[src/rgdf_pkg.sv]
// Shared types and constants of the radar gate deglitch flagger.
`timescale 1ns / 1ps

package rgdf_pkg;

  // Radius used when the radius register holds zero.
  localparam int DEFAULT_RADIUS = 3;

  // Register indexes on the configuration port (byte address / 4).
  localparam logic [2:0] REG_RADIUS    = 3'd0;
  localparam logic [2:0] REG_MIN_GOOD  = 3'd1;
  localparam logic [2:0] REG_THRESHOLD = 3'd2;
  localparam logic [2:0] REG_BAD_VALUE = 3'd3;
  localparam logic [2:0] REG_CLIP_GATE = 3'd4;

  localparam int CFG_ADDR_W = 5;
  localparam int CFG_DATA_W = 32;

  // Reset values of the registers.
  localparam logic [3:0]  RST_RADIUS    = 4'd3;
  localparam logic [4:0]  RST_MIN_GOOD  = 5'd0;
  localparam logic [15:0] RST_THRESHOLD = 16'd0;
  localparam logic [15:0] RST_BAD_VALUE = 16'h8000;
  localparam logic [15:0] RST_CLIP_GATE = 16'hFFFF;

  typedef struct packed {
    logic [3:0]         radius;
    logic [4:0]         min_good;
    logic [15:0]        threshold;
    logic signed [15:0] bad_value;
    logic [15:0]        clip_gate;
  } cfg_t;

endpackage

[src/rgdf_cfg_regs.sv]
// APB-style configuration registers of the deglitch flagger.
`timescale 1ns / 1ps

module rgdf_cfg_regs (
  input  logic                                clk,
  input  logic                                rst_n,
  input  logic                                cfg_psel,
  input  logic                                cfg_penable,
  input  logic                                cfg_pwrite,
  input  logic [rgdf_pkg::CFG_ADDR_W-1:0]     cfg_paddr,
  input  logic [rgdf_pkg::CFG_DATA_W-1:0]     cfg_pwdata,
  output logic [rgdf_pkg::CFG_DATA_W-1:0]     cfg_prdata,
  output logic                                cfg_pready,
  output rgdf_pkg::cfg_t                      cfg,
  output logic                                radius_wr
);

  rgdf_pkg::cfg_t cfg_r, cfg_nxt;
  logic           wr_en;
  logic [2:0]     reg_idx;

  assign cfg_pready = 1'b1;
  assign wr_en      = cfg_psel && cfg_penable && cfg_pwrite && cfg_pready;
  assign reg_idx    = cfg_paddr[4:2];
  assign radius_wr  = wr_en && (reg_idx == rgdf_pkg::REG_RADIUS);
  assign cfg        = cfg_r;

  always_comb begin
    cfg_nxt = cfg_r;
    if (wr_en) begin
      unique case (reg_idx)
        rgdf_pkg::REG_RADIUS:    cfg_nxt.radius    = cfg_pwdata[3:0];
        rgdf_pkg::REG_MIN_GOOD:  cfg_nxt.min_good  = cfg_pwdata[4:0];
        rgdf_pkg::REG_THRESHOLD: cfg_nxt.threshold = cfg_pwdata[15:0];
        rgdf_pkg::REG_BAD_VALUE: cfg_nxt.bad_value = cfg_pwdata[15:0];
        rgdf_pkg::REG_CLIP_GATE: cfg_nxt.clip_gate = cfg_pwdata[15:0];
        default: ;
      endcase
    end
  end

  always_comb begin
    unique case (reg_idx)
      rgdf_pkg::REG_RADIUS:    cfg_prdata = 32'(cfg_r.radius);
      rgdf_pkg::REG_MIN_GOOD:  cfg_prdata = 32'(cfg_r.min_good);
      rgdf_pkg::REG_THRESHOLD: cfg_prdata = 32'(cfg_r.threshold);
      rgdf_pkg::REG_BAD_VALUE: cfg_prdata = 32'(unsigned'(cfg_r.bad_value));
      rgdf_pkg::REG_CLIP_GATE: cfg_prdata = 32'(cfg_r.clip_gate);
      default:                 cfg_prdata = '0;
    endcase
  end

  always_ff @(posedge clk) begin
    if (!rst_n) begin
      cfg_r.radius    <= rgdf_pkg::RST_RADIUS;
      cfg_r.min_good  <= rgdf_pkg::RST_MIN_GOOD;
      cfg_r.threshold <= rgdf_pkg::RST_THRESHOLD;
      cfg_r.bad_value <= rgdf_pkg::RST_BAD_VALUE;
      cfg_r.clip_gate <= rgdf_pkg::RST_CLIP_GATE;
    end else begin
      cfg_r <= cfg_nxt;
    end
  end

endmodule

[src/rgdf_dev_test.sv]
// Cross-multiplied outlier test of the window centre against the mean of the others.
`timescale 1ns / 1ps

module rgdf_dev_test #(
  parameter int CNT_W = 5,
  parameter int SUM_W = 21
) (
  input  logic signed [SUM_W-1:0] sum,
  input  logic [CNT_W-1:0]        good,
  input  logic signed [15:0]      centre,
  input  logic [15:0]             threshold,
  output logic                    exceed
);

  localparam int DW = SUM_W + 2;
  localparam int LW = 16 + CNT_W;

  logic signed [DW-1:0] c_x, g_x, s_x, prod, dev;
  logic [DW-1:0]        mag;
  logic [CNT_W-1:0]     good_m1;
  logic [LW-1:0]        lim;

  assign c_x  = {{(DW-16){centre[15]}}, centre};
  assign g_x  = signed'(DW'(good));
  assign s_x  = {{(DW-SUM_W){sum[SUM_W-1]}}, sum};
  assign prod = c_x * g_x;
  assign dev  = s_x - prod;
  assign mag  = dev[DW-1] ? unsigned'(-dev) : unsigned'(dev);

  // good is at least one whenever the result is used.
  assign good_m1 = good - CNT_W'(1);
  assign lim     = LW'(threshold) * LW'(good_m1);
  assign exceed  = mag > DW'(lim);

endmodule

[src/rgdf_core.sv]
// Window shift line, running sum and count, gate counter and glitch decision.
`timescale 1ns / 1ps

module rgdf_core #(
  parameter int MAX_RADIUS = 8
) (
  input  logic               clk,
  input  logic               rst_n,
  input  rgdf_pkg::cfg_t     cfg,
  input  logic               radius_wr,
  input  logic               go,
  input  logic signed [15:0] sample,
  input  logic               in_boundary,
  input  logic               last_gate,
  output logic               glitch,
  output logic [15:0]        flagged_gate
);

  localparam int DEPTH = 2 * MAX_RADIUS + 1;
  localparam int RW    = $clog2(MAX_RADIUS + 1);
  localparam int IW    = $clog2(DEPTH);
  localparam int CW    = $clog2(DEPTH + 1);
  localparam int SW    = 16 + CW;

  logic signed [15:0]    win_r [DEPTH];
  logic signed [15:0]    win_nxt [DEPTH];
  logic [CW-1:0]         fill_r, fill_nxt;
  logic [CW-1:0]         good_r, good_nxt;
  logic signed [SW-1:0]  sum_r, sum_nxt;
  logic [15:0]           gate_r, gate_nxt;

  logic [31:0]           rad_sel, rad_clamp, navg32, mg32, need32;
  logic [RW-1:0]         rad;
  logic [CW-1:0]         navg, need;
  logic [IW-1:0]         old_idx, ctr_idx;
  logic signed [15:0]    old_val, ctr_val;
  logic                  clip_ok, proc, full, old_good, new_good;
  logic                  test_ok, exceed, flag;
  logic [CW-1:0]         fill1, good1, good2;
  logic signed [SW-1:0]  sum1, sum2;

  // Effective radius: zero selects the default, then saturate.
  assign rad_sel   = (cfg.radius == '0) ? 32'(rgdf_pkg::DEFAULT_RADIUS) : 32'(cfg.radius);
  assign rad_clamp = (rad_sel > 32'(MAX_RADIUS)) ? 32'(MAX_RADIUS) : rad_sel;
  assign rad       = rad_clamp[RW-1:0];
  assign navg32    = 32'(2) * rad_clamp + 32'(1);
  assign navg      = navg32[CW-1:0];
  assign mg32      = 32'(cfg.min_good);
  assign need32    = (mg32 == '0 || mg32 > navg32) ? navg32 : mg32;
  assign need      = need32[CW-1:0];

  // Newest entry sits at the head of the line; the one leaving is 2r behind it,
  // the centre r-1 behind it before the shift.
  assign old_idx = IW'(navg32 - 32'(1));
  assign ctr_idx = IW'(rad_clamp - 32'(1));
  assign old_val = win_r[old_idx];
  assign ctr_val = win_r[ctr_idx];

  assign clip_ok  = gate_r < cfg.clip_gate;
  assign proc     = go && clip_ok && in_boundary;
  assign full     = fill_r >= navg;
  assign old_good = old_val != cfg.bad_value;
  assign new_good = sample != cfg.bad_value;

  always_comb begin
    sum1  = sum_r;
    good1 = good_r;
    if (full && old_good) begin
      sum1 = sum_r - {{(SW-16){old_val[15]}}, old_val};
      if (good_r != '0) begin
        good1 = good_r - CW'(1);
      end
    end
    fill1 = full ? navg : fill_r + CW'(1);
    sum2  = new_good ? sum1 + {{(SW-16){sample[15]}}, sample} : sum1;
    good2 = good1 + CW'(new_good);
  end

  assign test_ok = (fill1 == navg) && (good2 >= need) && (ctr_val != cfg.bad_value);

  rgdf_dev_test #(
    .CNT_W (CW),
    .SUM_W (SW)
  ) u_dev_test (
    .sum       (sum2),
    .good      (good2),
    .centre    (ctr_val),
    .threshold (cfg.threshold),
    .exceed    (exceed)
  );

  assign flag         = proc && test_ok && exceed;
  assign glitch       = flag;
  assign flagged_gate = flag ? gate_r - 16'(rad) : '0;

  always_comb begin
    for (int i = 0; i < DEPTH; i++) begin
      win_nxt[i] = win_r[i];
    end
    if (proc) begin
      win_nxt[0] = sample;
      for (int i = 1; i < DEPTH; i++) begin
        win_nxt[i] = (flag && (i == int'(rad))) ? cfg.bad_value : win_r[i-1];
      end
    end
  end

  always_comb begin
    fill_nxt = fill_r;
    good_nxt = good_r;
    sum_nxt  = sum_r;
    gate_nxt = gate_r;
    if (radius_wr) begin
      fill_nxt = '0;
      good_nxt = '0;
      sum_nxt  = '0;
    end else if (go) begin
      if (clip_ok && !in_boundary) begin
        fill_nxt = '0;
        good_nxt = '0;
        sum_nxt  = '0;
      end else if (proc) begin
        fill_nxt = fill1;
        good_nxt = good2 - CW'(flag);
        sum_nxt  = flag ? sum2 - {{(SW-16){ctr_val[15]}}, ctr_val} : sum2;
      end
      if (gate_r != 16'hFFFF) begin
        gate_nxt = gate_r + 16'd1;
      end
      if (last_gate) begin
        fill_nxt = '0;
        good_nxt = '0;
        sum_nxt  = '0;
        gate_nxt = '0;
      end
    end
  end

  always_ff @(posedge clk) begin
    for (int i = 0; i < DEPTH; i++) begin
      win_r[i] <= win_nxt[i];
    end
  end

  always_ff @(posedge clk) begin
    if (!rst_n) begin
      fill_r <= '0;
      good_r <= '0;
      sum_r  <= '0;
      gate_r <= '0;
    end else begin
      fill_r <= fill_nxt;
      good_r <= good_nxt;
      sum_r  <= sum_nxt;
      gate_r <= gate_nxt;
    end
  end

endmodule

[src/radar_gate_deglitch_flagger_unit.sv]
// Top level of the radar gate deglitch flagger: stream ports, item registers and assertions.
`timescale 1ns / 1ps

// The block takes one radar gate per item and returns exactly one result item per gate. An
// accepted item is held in an input register; in the cycle it leaves that register the window
// is updated and the centre is tested, and the result is captured in the output register. A new
// item can be accepted in every cycle while the receiver takes results (one item per cycle
// sustained). The rate rests on a combinational window update: the running sum and count
// adjustment, two 16 by 5 bit multiplications and one magnitude compare.
// The window is a shift line of 2*MAX_RADIUS+1 sample registers; an effective window of
// 2*radius+1 taps is used, restarted at an unclipped gate outside the boundary, after the
// last gate of a ray and on a write to the radius register. The window needs no clearing
// after reset. A glitch result carries the ray index of the flagged centre gate in tdata;
// otherwise tdata is zero. Configuration must only be written while no item is in flight.
module radar_gate_deglitch_flagger_unit #(
  parameter int MAX_RADIUS = 8
) (
  input  logic                            clk,
  input  logic                            rst_n,
  // Input items.
  input  logic                            in_tvalid,
  output logic                            in_tready,
  input  logic [15:0]                     in_tdata,   // [15:0] sample
  input  logic                            in_tuser,   // [0] in_boundary
  input  logic                            in_tlast,   // last_gate
  // Result items.
  output logic                            out_tvalid,
  input  logic                            out_tready,
  output logic [15:0]                     out_tdata,  // [15:0] flagged_gate
  output logic                            out_tuser,  // [0] glitch
  // Configuration port.
  input  logic                            cfg_psel,
  input  logic                            cfg_penable,
  input  logic                            cfg_pwrite,
  input  logic [rgdf_pkg::CFG_ADDR_W-1:0] cfg_paddr,
  input  logic [rgdf_pkg::CFG_DATA_W-1:0] cfg_pwdata,
  output logic [rgdf_pkg::CFG_DATA_W-1:0] cfg_prdata,
  output logic                            cfg_pready
);

  rgdf_pkg::cfg_t     cfg;
  logic               radius_wr;

  logic               s1_valid_r, s1_valid_nxt;
  logic signed [15:0] s1_sample_r;
  logic               s1_inb_r, s1_last_r;
  logic               out_valid_r, out_valid_nxt;
  logic               out_glitch_r;
  logic [15:0]        out_gate_r;

  logic               in_acc, adv, go;
  logic               glitch;
  logic [15:0]        flagged_gate;

  rgdf_cfg_regs u_cfg_regs (
    .clk         (clk),
    .rst_n       (rst_n),
    .cfg_psel    (cfg_psel),
    .cfg_penable (cfg_penable),
    .cfg_pwrite  (cfg_pwrite),
    .cfg_paddr   (cfg_paddr),
    .cfg_pwdata  (cfg_pwdata),
    .cfg_prdata  (cfg_prdata),
    .cfg_pready  (cfg_pready),
    .cfg         (cfg),
    .radius_wr   (radius_wr)
  );

  // The item in the input register moves on whenever the output register is free or emptying.
  assign adv       = !out_valid_r || out_tready;
  assign go        = s1_valid_r && adv;
  assign in_tready = !s1_valid_r || adv;
  assign in_acc    = in_tvalid && in_tready;

  rgdf_core #(
    .MAX_RADIUS (MAX_RADIUS)
  ) u_core (
    .clk          (clk),
    .rst_n        (rst_n),
    .cfg          (cfg),
    .radius_wr    (radius_wr),
    .go           (go),
    .sample       (s1_sample_r),
    .in_boundary  (s1_inb_r),
    .last_gate    (s1_last_r),
    .glitch       (glitch),
    .flagged_gate (flagged_gate)
  );

  always_comb begin
    s1_valid_nxt = s1_valid_r;
    if (in_acc) begin
      s1_valid_nxt = 1'b1;
    end else if (go) begin
      s1_valid_nxt = 1'b0;
    end
    out_valid_nxt = out_valid_r;
    if (go) begin
      out_valid_nxt = 1'b1;
    end else if (out_tready) begin
      out_valid_nxt = 1'b0;
    end
  end

  always_ff @(posedge clk) begin
    if (!rst_n) begin
      s1_valid_r  <= 1'b0;
      out_valid_r <= 1'b0;
    end else begin
      s1_valid_r  <= s1_valid_nxt;
      out_valid_r <= out_valid_nxt;
    end
  end

  always_ff @(posedge clk) begin
    if (in_acc) begin
      s1_sample_r <= in_tdata;
      s1_inb_r    <= in_tuser;
      s1_last_r   <= in_tlast;
    end
    if (go) begin
      out_glitch_r <= glitch;
      out_gate_r   <= flagged_gate;
    end
  end

  assign out_tvalid = out_valid_r;
  assign out_tdata  = out_gate_r;
  assign out_tuser  = out_glitch_r;

  // An item leaving the input register always lands in the output register.
  a_go_fills_out: assert property (@(posedge clk) disable iff (!rst_n)
    go |=> out_valid_r)
    else $error("item left the input register without producing a result");

  // A gate outside the boundary can never be reported as a glitch.
  a_outside_no_glitch: assert property (@(posedge clk) disable iff (!rst_n)
    (go && !s1_inb_r) |=> !out_tuser)
    else $error("glitch reported for a gate outside the boundary");

  // A held item keeps its sample until it moves on.
  a_held_item_kept: assert property (@(posedge clk) disable iff (!rst_n)
    (s1_valid_r && !go) |=> (s1_valid_r && $stable(s1_sample_r)))
    else $error("held item lost or corrupted in the input register");

endmodule

[config.mk]
export PLATFORM = sky130hd
export DESIGN_NAME = radar_gate_deglitch_flagger_unit
export DESIGN_NICKNAME = d
export VERILOG_FILES = /design/src/rgdf_pkg.sv /design/src/rgdf_cfg_regs.sv /design/src/rgdf_dev_test.sv /design/src/rgdf_core.sv /design/src/radar_gate_deglitch_flagger_unit.sv
export SDC_FILE = /design/constraint.sdc
export NUM_CORES = 1
export LEC_CHECK = 0
export BUFFER_PORTS_ARGS = -buffer_cell sky130_fd_sc_hd__clkbuf_2
export CORE_UTILIZATION = 60
export DETAILED_ROUTE_END_ITERATION = 7
export GPL_ROUTABILITY_DRIVEN = 0
export GPL_TIMING_DRIVEN = 0
export PLACE_DENSITY = 0.79
export SETUP_SLACK_MARGIN = 0.1
export SYNTH_ARGS = -nofsm -noshare
export SYNTH_HDL_FRONTEND = slang
export SYNTH_SLANG_ARGS = --single-unit
[constraint.sdc]
create_clock -name clk -period 17.1 [get_ports clk]
set_input_delay 4.275 -clock clk [delete_from_list [all_inputs] [get_ports clk]]
set_output_delay 4.275 -clock clk [all_outputs]
set_load 0.03 [all_outputs]
Word level (Yosys, flattened, before mapping)
Memory sizes are Yosys's and may differ from the RTL's.
Cells that the tools add are included.
{ "totals": {"ram_bits": 272, "inputBits": 62, "ff_bits": 141, "out_inout_bits": 52, "mem_count": 1} }
{ "op_classes": {"n_eq_ne": 25, "n_lt_le_gt_ge": 6, "n_reduce_logical": 50, "n_addsub": 15, "bitwise": 2, "n_mux": 42, "mul": 2} }
{ "mem_list": {"columns": ["memory", "depth", "word_bits", "rd", "rd_clocked_by_memory_dff", "write_ports", "line", "rtl"], "rows": [
  ["u_core.win_r", 17, 16, 18, 0, 17, "rgdf_core.sv:25", "logic signed [15:0] win_r [DEPTH];"]
]} }
{ "ops": {"columns": ["op", "count"], "rows": [
  ["$mux 16", 17],
  ["$mux 272", 1],
  ["$mux 21", 6],
  ["$pmux 16 s5", 1],
  ["$mux 5", 10],
  ["$ne 16x16->1", 3],
  ["$sub 21x21->21", 2],
  ["$add 32x1->32 const B", 1],
  ["$eq 4x4->1 const A", 8],
  ["$gt 32x4->1 const B", 1],
  ["$gt 5x32->1", 1],
  ["$logic_not 32->1", 1],
  ["$logic_and 1x1->1", 28],
  ["$gt 23x21->1", 1],
  ["$mux 23", 1],
  ["$neg 23->23", 1],
  ["$sub 21x22->23", 1],
  ["$mul 16x6->22", 1],
  ["$add 21x21->21", 1],
  ["$mul 16x5->21", 1],
  ["$sub 5x1->5 const B", 4],
  ["$add 16x1->16 const B", 1],
  ["$eq 3x4->1 const A", 4],
  ["$lt 16x16->1", 1],
  ["26 further kinds", 45]
]} }

Longest topological paths before layout
An unclocked memory read counts as a cell.
{ "logic_depth": {"word_depth": 21, "ltp_mapped": 72} }

Cells and area by module
From an unflattened synthesis, not the netlist that was laid out.
{ "hier_totals": {"cells_unflattened": 3450, "hier_area_um2": 33377.0} }
{ "modules_own_cells": {"columns": ["module", "area_each_um2", "instances", "cells_per_inst"], "rows": [
  ["rgdf_core", 21962.3, 1, 2159],
  ["rgdf_dev_test", 7440.9, 1, 932],
  ["rgdf_cfg_regs", 2819.0, 1, 315],
  ["radar_gate_deglitch_flagger_unit", 1154.9, 1, 44]
]} }

Worst setup path before layout
Ideal clock, no wire load.
{ "synth_path": {"kind": "input port to flip-flop", "startpoint": "input port out_tready", "endpoint": "memory u_core.win_r[16][10] (data pin)", "arrival_ps": 13844, "n_path_buf": 1, "setup_time_ps": 191, "required_time_ps": 16909, "path_slack_ps": 3065, "path_stages": 6, "path_cell_list": "nor2b_1 > nor2b_1 > nand2_1 > nor2_1 > clkbuf_1 > and2_1"} }
{ "synth_rtl": {"columns": ["item", "line", "rtl"], "rows": [
  ["from (decl)", "radar_gate_deglitch_flagger_unit.sv:28", "input logic out_tready,"],
  ["to (decl)", "rgdf_core.sv:25", null]
]} }

Worst setup path after layout
{ "layout_path": {"startpoint": "register u_cfg_regs.cfg_r, in the netlist u_cfg_regs.cfg[54]", "endpoint": "register u_core.good_r[1]"} }
{ "layout_via": {"elab_chain_len": 21, "word_cells_on_any_way": 39} }
{ "layout_rtl": {"columns": ["item", "line", "rtl"], "rows": [
  ["from (decl)", "rgdf_cfg_regs.sv:18", "rgdf_pkg::cfg_t cfg_r, cfg_nxt;"],
  ["from (signal assigned)", "rgdf_cfg_regs.sv:61", "cfg_r <= cfg_nxt;"],
  ["$logic_not 4->1", "rgdf_core.sv:43", "assign rad_sel = (cfg.radius == '0) ? 32'(rgdf_pkg::DEFAULT_RADIUS) : 32'(cfg.radius);"],
  ["$mux 4 (*)", "rgdf_core.sv:43", null],
  ["$gt 32x4->1", "rgdf_core.sv:44", "assign rad_clamp = (rad_sel > 32'(MAX_RADIUS)) ? 32'(MAX_RADIUS) : rad_sel;"],
  ["$mux 4 (*)", "rgdf_core.sv:44", null],
  ["$add 32x1->32", "rgdf_core.sv:46", "assign navg32 = 32'(2) * rad_clamp + 32'(1);"],
  ["$sub 5x1->5", "rgdf_core.sv:54", "assign old_idx = IW'(navg32 - 32'(1));"],
  ["$mem_v2 17x16", null, null],
  ["$ne 16x16->1", "rgdf_core.sv:62", "assign old_good = old_val != cfg.bad_value;"],
  ["[... 6 more ...]", null, null],
  ["$mux 23", "rgdf_dev_test.sv:28", "assign mag = dev[DW-1] ? unsigned'(-dev) : unsigned'(dev);"],
  ["$gt 23x21->1", "rgdf_dev_test.sv:33", "assign exceed = mag > DW'(lim);"],
  ["$logic_and 1x1->1 (*)", "rgdf_core.sv:92", "assign flag = proc && test_ok && exceed;"],
  ["via glitch", "radar_gate_deglitch_flagger_unit.sv:52", "logic glitch;"],
  ["$sub 5x1->5 (*)", "rgdf_core.sv:124", "good_nxt = good2 - CW'(flag);"],
  ["$mux 5 (*)", "rgdf_core.sv:122", "end else if (proc) begin"],
  ["$mux 5 (*)", "rgdf_core.sv:118", "if (clip_ok && !in_boundary) begin"],
  ["$mux 5 (*)", "rgdf_core.sv:130", "if (last_gate) begin"],
  ["to (signal assigned)", "rgdf_core.sv:153", "good_r <= good_nxt;"],
  ["to (decl)", "rgdf_core.sv:28", "logic [CW-1:0] good_r, good_nxt;"]
]} }
Mark *: on every way through the listed nets, which the timed path passes. The rest lies on a longest branch. The select of a mux whose other input is x is not followed.
A chain may end at the register's enable or synchronous reset.

==> results.cfg <==
[status]
status = complete, but fails checks
violated_checks = design-rule violations

[grt]
grt_use_met3_pct = 10.00
globalRoute.totalOverflow = 0
globalRouteMet1Util_pct = 45.16
grt_pass1_vias = 25307
most_used_routing_layer = met2
pin_count_of_the_biggest_net_entering_global_routing = 80
global_route.usage.met2_pct = 55.73
grt_use_total_pct = 35.72
global_route_wire_length_before_repair_um = 144500
number_of_antenna_violations_at_the_first_check_in_global_routing = 3

[place]
placement.io_buffers = 75
pre_cts_slack_ps = -1046
detailed_place.area_um2 = 32770
dp_hpwl_um = 70470

[die]
die_width_um = 230.6
core_area_um2 = 51510
design.portCount = 114
die-area_um2 = 53190
die_h_um = 230.6
floorplan.initialDensity_pct = 60.89
row_count = 83

[yosys]
synthMostInstantiatedCell = edfxtp_1
ys_seq_elements = 413
yosys.area.top_type_share_pct = 29.39
synth-warning-count = 0
synth.distinct_cells = 94
synth_top_area_cell = edfxtp_1
synth_sequential_area_ratio_pct = 36.16
synth-edff-count = 307
synth.avg_cell_area_um2 = 10.14
asyncSetResetFlopFracSynth_pct = 0
post_synth_instance_area_um2 = 31370
ys.flop_type = edfxtp_1
post_synth_most_frequent_cells = edfxtp_1 (307), nand2_1 (269), inv_1 (256)
syn_inst = 3094
synth.top_cells.by_area = edfxtp_1 (29%), ha_1 (8.3%), fa_1 (7.3%)

[worst_setup_path]
worstSetupEndpointType = flip-flop
required_ps = 17610
cpMaxStageDelayCell = xor2_1
cp_data_arrival_time_ps = 16810
timing_worst_setup_path_type = flip-flop to flip-flop
critical_path.max_stage_delay_ps = 640
r2r_end = u_core.good_r[1]
timing.critical_path.mode_cell = a21oi_1
timing.rr.start = u_cfg_regs.cfg[54]
timing.reg2reg.worst_path_depth = 66
critPathLaunchType = flip-flop
reg2reg_setup_slack_ps = 800
cp_max_fo = 12

[timing]
maxSlewHeadroom_pct = 9.123
final_max_slew_viol_count = 0
period_minus_slack_ps = 16300
fmax_mhz = 61.37
number_of_failing_setup_endpoints_in_the_final_timing_report = 0
final.setup.worst_slack_ps = 804.6
worst_hold_slack_ps = 475.3
hold_viol = 0
rsz0062_at_grt = false
finalClockSkew_ps = 44.63
timing.final.crit_share_pct = 95.29
worst_slew_pin_slew_ps = 1351

[flow_run]
max-cap-violations = 0

[clocking]
holdBufCountCts = 0
clock_tree.root_cell = clkbuf_16
clk_pin_slew_ps = 60
worstSkewPairLatency_ps = 620
clockBufferDepth = 3
cts_inserted_buffers = 45
cts.sinks = 413
clock_tree_from_tritoncts = yes
htree_levels = 2

[detailed_routing]
via_per_inst = 6.422
finalWirelength_um = 94660
detail_route.wl_per_cell_um = 23.86
drt_iter0_drc = 3282
dr_total_vias = 25478
route.antenna.remaining_nets = 0
dr_drc_count = 2
detailedRoute.firstPassIterationCount = 8

[final_layout]
fillerInstances = 3929
final_nets = 3632
post-route-util_pct = 66.84
syn_to_final_growth_pct = 9.769
layout.cell_area.non_filler_um2 = 34430
fraction_of_final_layout_cells_sized_beyond_drive_strength_1_pct = 14.25

[power]
power.static_leakage_nw = 14.62
largest_vdd_supply_drop_mv = 0.1012
power_density_nw_per_um2 = 85.67

[hold_path]
timing.hold.worst_endpoint = u_core.good_r[1]
timing.hold.worst.class = flip-flop to flip-flop
beginning_of_the_worst_hold_path = u_core.good_r[1]
timing.hold.worst_path_depth = 2
## layer usage
metal  wire, um  part of all wire (%)  vias up
li1           -                     -    11158
met1      35410                    37    12282
met2      42050                    44     1638
met3      11440                    12      396
met4       5640                   6.0        4
met5        103                  0.11        -
## registers in the layout, indices dropped and copies added (netlist names), 5 cells and up
name,cells
u_core.win_r,272
u_core.fill_r,5
s1_sample_r,16
u_core.sum_r,21
out_tdata,16
u_cfg_regs.cfg,57
u_core.good_r,5
u_core.gate_r,16
## cell usage in the layout (no fill, tap or decap), drive strengths merged, types with 83 or more instances in the layout
master,instances
fa,115
buf,84
inv,260
ha,207
dfxtp,106
o21ai,139
xor2,83
mux2i,89
edfxtp,307
nand2,269
a21oi,124
clkbuf,298
mux2,190
xnor2,96
nor2,172
## cell families after synthesis
logic type	after synthesis	synth area share, %
other cells	2	0.02394
flops	413	36.16
simple gates	814	12.91
mux	315	12.26
xor+xnor	179	4.998
buf+inv	495	6.586
compound gates	554	11.47
fa+ha+maj	322	15.60
## report_power, final
group,switching (mW),internal [mW]
logic,0.483,0.350
clock network,0.436,0.559
registers,0.0214,1.10
## area by class of cell
type	instances	area [um2]	area share, %
Antenna cell	2	5.005	0.01454
Buffer	235	1105	3.209
Clock buffer	55	1184	3.438
Clock inverter	29	301.5	0.8758
Inverter	260	979.7	2.845
Multi-Input combinational cell	2201	18070	52.48
Sequential cell	413	11340	32.94
Tap cell	680	850.8	2.471
Timing Repair Buffer	92	594.3	1.726
## critical path: cells and delay by family (launching register included)
kind            cells  cell delay [ps]
compound gates     34             6640
fa+ha+maj           9             3320
buf+inv            12             3040
simple gates        7             1270
xor+xnor            3             1090
flops               1              470
mux                 1              330
## timing repair
item                                    4_1_cts  5_1_grt
resized for setup                             5       19
endpoints found under the setup margin      219      215
pin swaps                                     1        3
buffers inserted                              1       10
## how the worst max path moves through the flow
| stage | startpoint | endpoint | slack [ps] | depth (start not counted) |
|---|---|---|---|---|
| 6_report | u_cfg_regs.cfg[54] | u_core.good_r[1] | 800 | 66 |
| 5_1_grt | u_cfg_regs.cfg[54] | u_core.good_r[1] | 60 | 70 |
| 4_1_cts | u_cfg_regs.cfg[55] | u_core.good_r[1] | 210 | 68 |
| 3_5_place_dp | u_cfg_regs.cfg[53] | u_core.good_r[1] | -1050 | 67 |
| 3_3_place_gp | out_tready | u_core.win_r[16][11] | -940 | 7 |
| 2_1_floorplan | out_tready | u_core.win_r[16][10] | 3070 | 6 |
## stage by stage
| step | total power, mW | std cells | TNS [ps] |
|---|---|---|---|
| global route | 3.084 | 3965 | 0 |
| finish | 2.950 | 3967 | 0 |
| global placement | 1.919 | 3864 | -238090 |
| detailed placement | 1.946 | 3869 | -72120 |
| floorplan | 1.766 | 3109 | 0 |
| CTS | 2.928 | 3954 | 0 |
(Power assumes the default switching activity.)
